[src/spq_pkg.sv]
`timescale 1ns / 1ps
// ---------------------------------------------------------------------------
// Sorted priority queue package
// Depth, field widths, request and status codes, and the entry type.
// ---------------------------------------------------------------------------
package spq_pkg;

   localparam int QUEUE_DEPTH = 16;
   localparam int COUNT_W     = $clog2(QUEUE_DEPTH + 1);
   localparam int OCC_W       = 5;
   localparam int FIELD_W     = 32;

   // Beat layouts
   localparam int REQ_DATA_W  = 2 * FIELD_W;
   localparam int RSP_FIELDS_W = 2 * FIELD_W + OCC_W;
   localparam int RSP_DATA_W  = ((RSP_FIELDS_W + 7) / 8) * 8;
   localparam int RSP_PAD_W   = RSP_DATA_W - RSP_FIELDS_W;
   localparam int RSP_OCC_LSB = 2 * FIELD_W;

   typedef enum logic {
      REQ_INSERT = 1'b0,
      REQ_POP    = 1'b1
   } req_kind_type;

   typedef enum logic [1:0] {
      STATUS_OK        = 2'd0,
      STATUS_UNDERFLOW = 2'd1,
      STATUS_OVERFLOW  = 2'd2
   } status_type;

   typedef struct packed {
      logic signed [FIELD_W-1:0] prio;
      logic signed [FIELD_W-1:0] value;
   } entry_type;

   // Per-cycle command broadcast to every cell
   typedef struct packed {
      logic insert_en;
      logic pop_en;
   } cell_ctrl_type;

endpackage

[src/spq_cell.sv]
`timescale 1ns / 1ps
// ---------------------------------------------------------------------------
// Sorted priority queue cell
// Holds one entry; on insert it keeps, takes the new entry or shifts from
// its lower neighbor; on pop it takes its upper neighbor's entry.
// ---------------------------------------------------------------------------
module spq_cell (
   input  logic                   clock,
   input  spq_pkg::cell_ctrl_type ctrl,
   input  logic                   occupied,
   input  logic                   prev_le,
   input  spq_pkg::entry_type     new_entry,
   input  spq_pkg::entry_type     prev_entry,
   input  spq_pkg::entry_type     next_entry,
   output spq_pkg::entry_type     entry,
   output logic                   le
);
   import spq_pkg::*;

   entry_type entry_ff;
   entry_type entry_in;

   // Stored entry stays ahead of the new one when its priority is not larger
   assign le = occupied && (entry_ff.prio <= new_entry.prio);

   // Select next content
   always_comb begin
      entry_in = entry_ff;
      if (ctrl.insert_en) begin
         if (le) begin
            entry_in = entry_ff;
         end else if (prev_le) begin
            entry_in = new_entry;
         end else begin
            entry_in = prev_entry;
         end
      end else if (ctrl.pop_en) begin
         entry_in = next_entry;
      end
   end

   always_ff @(posedge clock) begin
      entry_ff <= entry_in;
   end

   assign entry = entry_ff;

endmodule

[src/sorted_priority_queue.sv]
`timescale 1ns / 1ps
// ---------------------------------------------------------------------------
// Sorted priority queue
// Bounded min-first queue built from a row of compare-and-shift cells.
// ---------------------------------------------------------------------------
// Usage:
//   req channel: one beat per request. tuser[0] selects insert (0) or pop (1);
//   tdata carries the value and priority of an insert, ignored for pop.
//   rsp channel: one beat per request, in request order. tuser carries the
//   status (ok, underflow on empty pop, overflow on full insert); tdata
//   carries the popped value and priority (zero unless a pop succeeded) and
//   the occupancy after the request.
//   The response is registered and presented in the cycle after the request beat.
//   Throughput: one request per cycle unless the response is stalled. Every
//   cell compares its priority with the incoming one in parallel and shifts
//   in the same cycle, so the cell row is done with each request before the next.
//   Equal priorities leave in arrival order. Entries are held sorted, so
//   the head cell is always the entry to pop.
//   Reset clears the entry count and the response valid flag; the queue is
//   empty and ready in the first cycle after reset.
//   A stalled response holds its beat; one new request is still taken in
//   the cycle the held beat is consumed, else req_tready stays low.
// ---------------------------------------------------------------------------
module sorted_priority_queue (
   input  logic                            clock,
   input  logic                            reset,
   input  logic                            req_tvalid,
   output logic                            req_tready,
   input  logic [spq_pkg::REQ_DATA_W-1:0]  req_tdata,  // item_value, item_priority
   input  logic [0:0]                      req_tuser,  // req_type
   output logic                            rsp_tvalid,
   input  logic                            rsp_tready,
   output logic [spq_pkg::RSP_DATA_W-1:0]  rsp_tdata,  // popped_value, popped_priority,
                                                       // occupancy, zero pad
   output logic [1:0]                      rsp_tuser   // status
);
   import spq_pkg::*;

   logic                  req_fire;
   req_kind_type          req_kind;
   entry_type             new_entry;
   logic                  is_full;
   logic                  is_empty;
   cell_ctrl_type         cell_ctrl;

   logic [COUNT_W-1:0]    count_ff;
   logic [COUNT_W-1:0]    count_in;

   logic                  rsp_valid_ff;
   logic                  rsp_valid_in;
   status_type            status_ff;
   status_type            status_in;
   entry_type             popped_ff;
   entry_type             popped_in;
   logic [OCC_W-1:0]      occ_ff;
   logic [OCC_W-1:0]      occ_in;

   entry_type             cell_q  [QUEUE_DEPTH];
   logic [QUEUE_DEPTH-1:0] cell_le;

   // Request decode
   assign req_tready = !rsp_valid_ff || rsp_tready;
   assign req_fire   = req_tvalid && req_tready;
   assign req_kind   = req_kind_type'(req_tuser[0]);
   assign new_entry.value = req_tdata[FIELD_W-1:0];
   assign new_entry.prio  = req_tdata[2*FIELD_W-1:FIELD_W];
   assign is_full    = (count_ff == COUNT_W'(QUEUE_DEPTH));
   assign is_empty   = (count_ff == '0);

   // Command to the cell row and next count, status and result
   always_comb begin
      cell_ctrl    = '0;
      count_in     = count_ff;
      status_in    = status_ff;
      popped_in    = popped_ff;
      occ_in       = occ_ff;
      rsp_valid_in = rsp_valid_ff && !rsp_tready;
      if (req_fire) begin
         rsp_valid_in = 1'b1;
         status_in    = STATUS_OK;
         popped_in    = '0;
         case (req_kind)
            REQ_INSERT: begin
               if (is_full) begin
                  status_in = STATUS_OVERFLOW;
               end else begin
                  cell_ctrl.insert_en = 1'b1;
                  count_in = count_ff + COUNT_W'(1);
               end
            end
            REQ_POP: begin
               if (is_empty) begin
                  status_in = STATUS_UNDERFLOW;
               end else begin
                  cell_ctrl.pop_en = 1'b1;
                  popped_in = cell_q[0];
                  count_in  = count_ff - COUNT_W'(1);
               end
            end
            default: begin
               status_in = STATUS_OK;
            end
         endcase
         occ_in = OCC_W'(count_in);
      end
   end

   // Cell row: cell 0 is the head
   for (genvar i = 0; i < QUEUE_DEPTH; i++) begin : g_cell
      logic      prev_le_w;
      entry_type prev_w;
      entry_type next_w;
      logic      occupied_w;

      assign occupied_w = (count_ff > COUNT_W'(i));

      if (i == 0) begin : g_head
         assign prev_le_w = 1'b1;
         assign prev_w    = new_entry;
      end else begin : g_body
         assign prev_le_w = cell_le[i-1];
         assign prev_w    = cell_q[i-1];
      end

      if (i == QUEUE_DEPTH - 1) begin : g_tail
         assign next_w = cell_q[i];
      end else begin : g_mid
         assign next_w = cell_q[i+1];
      end

      spq_cell u_cell (
         .clock      (clock),
         .ctrl       (cell_ctrl),
         .occupied   (occupied_w),
         .prev_le    (prev_le_w),
         .new_entry  (new_entry),
         .prev_entry (prev_w),
         .next_entry (next_w),
         .entry      (cell_q[i]),
         .le         (cell_le[i])
      );
   end

   // Control registers
   always_ff @(posedge clock) begin
      if (reset) begin
         count_ff     <= '0;
         rsp_valid_ff <= 1'b0;
      end else begin
         count_ff     <= count_in;
         rsp_valid_ff <= rsp_valid_in;
      end
   end

   // Response payload, held while stalled
   always_ff @(posedge clock) begin
      status_ff <= status_in;
      popped_ff <= popped_in;
      occ_ff    <= occ_in;
   end

   assign rsp_tvalid = rsp_valid_ff;
   assign rsp_tuser  = status_ff;
   assign rsp_tdata  = {{RSP_PAD_W{1'b0}}, occ_ff, popped_ff.prio, popped_ff.value};

endmodule

[config.mk]
export PLATFORM = sky130hd
export DESIGN_NAME = sorted_priority_queue
export DESIGN_NICKNAME = d
export VERILOG_FILES = /design/src/spq_pkg.sv /design/src/spq_cell.sv /design/src/sorted_priority_queue.sv
export SDC_FILE = /design/constraint.sdc
export NUM_CORES = 2
export LEC_CHECK = 0
export BUFFER_PORTS_ARGS = -buffer_cell sky130_fd_sc_hd__buf_2
export CORE_MARGIN = 1.5
export CORE_UTILIZATION = 28
export CTS_BUF_LIST = sky130_fd_sc_hd__clkbuf_8
export CTS_CLUSTER_SIZE = 20
export DETAILED_ROUTE_END_ITERATION = 16
export HOLD_SLACK_MARGIN = 0.06
export PLACE_DENSITY_LB_ADDON = 0.05
export SLEW_MARGIN = 20
export SYNTH_ARGS = -nofsm -noshare
export SYNTH_HDL_FRONTEND = slang
export SYNTH_SLANG_ARGS = --single-unit
[constraint.sdc]
create_clock -name clock -period 9.7 [get_ports clock]
set_input_delay 1.94 -clock clock [delete_from_list [all_inputs] [get_ports clock]]
set_output_delay 1.94 -clock clock [all_outputs]
set_load 0.02 [all_outputs]
==> results.yml <==
place:
  portBuffers: 141
  hpwl_mm: 175
  gp_congestion: 0.856
detailed_routing:
  antenna_left: 0
  viasPerCell: 5.37
  via_count: 50200
  drtIter0Drc: 4305
  dr.pass1.iters: 6
  wire_per_inst_um: 28.1
  drc: 0
  routed_wirelength_mm: 263
clock_tree:
  h-tree-depth: 4
  clk_latency_ns: 1.02
  cts_buffers: 221
  cts_resized: 0
  cts_setup_buffers: 0
  cts.sinks: 1101
  ctsHoldBuffers: 0
  clk_transition_reported_paths_ns: 0.07
  cts_tree: "built"
  clockBufferDepth: 3
  clock-root-buffer: "clkbuf_8"
timing:
  min_period_ns: 6.33
  slew_viol_final: 0
  setup_viol: 0
  slew_headroom: 0.233
  post-route-period-util: 0.652
  worst_slew_pin_slew_ns: 1.14
  rsz0062_at_grt: "no"
  hold_viol_final: 0
  fin_skew_ns: 0.0628
  clock.fmax_mhz: 158
  tns_ns: 0
job:
  drv_cap: 0
die:
  dieWidth_um: 486
  start_util: 0.281
  die_h_um: 486
  core_area_um2: 232000
  ios: 145
  die-area_um2: 236000
  num_rows: 177
yosys:
  synthCells: 6113
  synth_edf_count: 1095
  yosysSeqAreaShare: 0.505
  synthArstFlopShare: 0
  syn_area_per_cell_um2: 10.7
  ys.flop_type: "edfxtp_1"
  ys_ff_latch: 1101
  synth_cell_types: 79
  yosys_warnings: 0
  synth_area_um2: 65300
global_routing:
  grt_max_degree: 199
  globalRouteOverflowTotal: 0
  antenna_found_initial: 28
  grt_use_total: 0.218
  grt_pass1_wl_mm: 374
  first_global_vias: 48400
final_layout:
  drive_gt1_frac: 0.107
  final_cell_mix: "edfxtp_1 (1,095), nand2_1 (1,030), nand3_1 (541)"
  nets: 6703
  final_common_cell: "edfxtp_1"
  syn2layout_area_growth_pct: 11.9
  fillers: 23800
pwr:
  p_leak_nw: 29.7
  power.density_nw_per_um2: 205
  ir_drop_mv: 0.133
  total_power_mw: 15.0
critical_path:
  crit_fanout: 98
  path_class: "in -> reg"
  required_ns: 10.34
  worst_setup_path_start_kind: "input port"
  arrival_ns: 6.97
  cp-end-kind: "register"
min_path:
  hp-class: "reg -> reg"
run_status:
  outcome: "complete, no violations"
final timing paths:
kind                                   start                   endpoint  slack [ns]  cells after the start
hold / removal                    rsp_tvalid                 rsp_tvalid        0.52                      2
hold reg to reg                   rsp_tvalid                 rsp_tvalid        0.52                      2
setup reg to reg  g_cell[4].u_cell.entry[47]  g_cell[4].u_cell.entry[8]        4.71                     10
setup / recovery               req_tdata[47]  g_cell[4].u_cell.entry[8]        3.37                     12
sequential cells by signal (all words and copies together) (netlist names):
| name | cells |
|---|---|
| rsp_tvalid | 1 |
| g_cell.u_cell.entry | 1024 |
| count_ff | 5 |
| rsp_tuser | 2 |
| occ_ff | 5 |
| rsp_tdata | 64 |
kinds of logic after synthesis:
kind of cell,Yosys count,share of synthesized area
compound gates,1450,0.144
xor+xnor,3,0.000402
fa+ha+maj,517,0.0990
buf+inv,545,0.0368
flops,1101,0.505
mux,468,0.0757
other cells,1,0.0000574
simple gates,2028,0.139
power breakdown:
group / total, mW / internal (mW) / switching (mW) / leakage (nW)
Combinational: 3.70 / 1.17 / 2.54 / 16.8
Clock: 4.58 / 2.26 / 2.32 / 2.38
Sequential: 6.68 / 6.17 / 0.507 / 10.5
Total: 15.0 / 9.60 / 5.36 / 29.7
stage by stage:
| step | hold slack (ns) | instance area (um2) | cells | util | setup WS, ns |
|---|---|---|---|---|---|
| floorplan | 0.503 | 65300 | 6115 | - | 2.92 |
| global placement | 0.510 | 69000 | 8937 | 0.297 | 2.40 |
| detailed placement | 0.510 | 69000 | 8937 | 0.297 | 2.32 |
| CTS | 0.529 | 73100 | 9348 | 0.315 | 3.44 |
| global route | 0.545 | 73100 | 9349 | 0.315 | 3.30 |
| finish | 0.517 | 73100 | 9361 | 0.315 | 3.37 |
cell usage after synthesis, drive strengths merged, types with 13 or more instances:
library cell | n | area, um2
edfxtp | 1095 | 32900
nand2 | 1047 | 3930
nand3 | 543 | 2720
ha | 517 | 6470
o21ai | 464 | 2320
o211ai | 438 | 3380
mux2i | 404 | 4040
clkbuf | 288 | 1080
a21oi | 231 | 1160
buf | 180 | 1040
nor2 | 150 | 591
nand4 | 112 | 701
a21o | 95 | 713
inv | 77 | 289
a31oi | 70 | 453
and2 | 65 | 407
mux2 | 64 | 905
a21bo | 33 | 330
nor2b | 30 | 188
a211oi | 27 | 203
nor3 | 24 | 130
nor4 | 18 | 113
o221ai | 13 | 114
critical path, cell delays in order:
cell and delay [ns]:
buf_2 0.31, inv_1 0.45, ha_1 0.61, nand4_1 0.24, nor3_1 0.81, a22oi_1 0.16
a32o_1 0.33, o31ai_4 0.27, buf_12 0.56, nand2_1 0.20, nand2_4 0.38, buf_4 0.56
final cells by class:
type                    instances  area [um2]  share of cell area
clock inverters               184         921              0.0126
flip-flops and latches       1101       33000               0.451
diodes                         13        32.5            0.000445
repair buffers                247        1710              0.0234
multi-input cells            4469       30200               0.413
clock buffers                 227        3120              0.0427
inverters                      77         292             0.00399
well taps                    3043        3810              0.0521
per-layer routing:
layer  GRT usage  vias up  wire length (um)
met5           0        -                57
li1            -    23200                 -
met1       0.330    25000            131000
met3      0.0348      335             14800
met2       0.322     1631            112000
met4      0.0500       10              5300
Note: power is estimated with default switching activity, not from simulation.
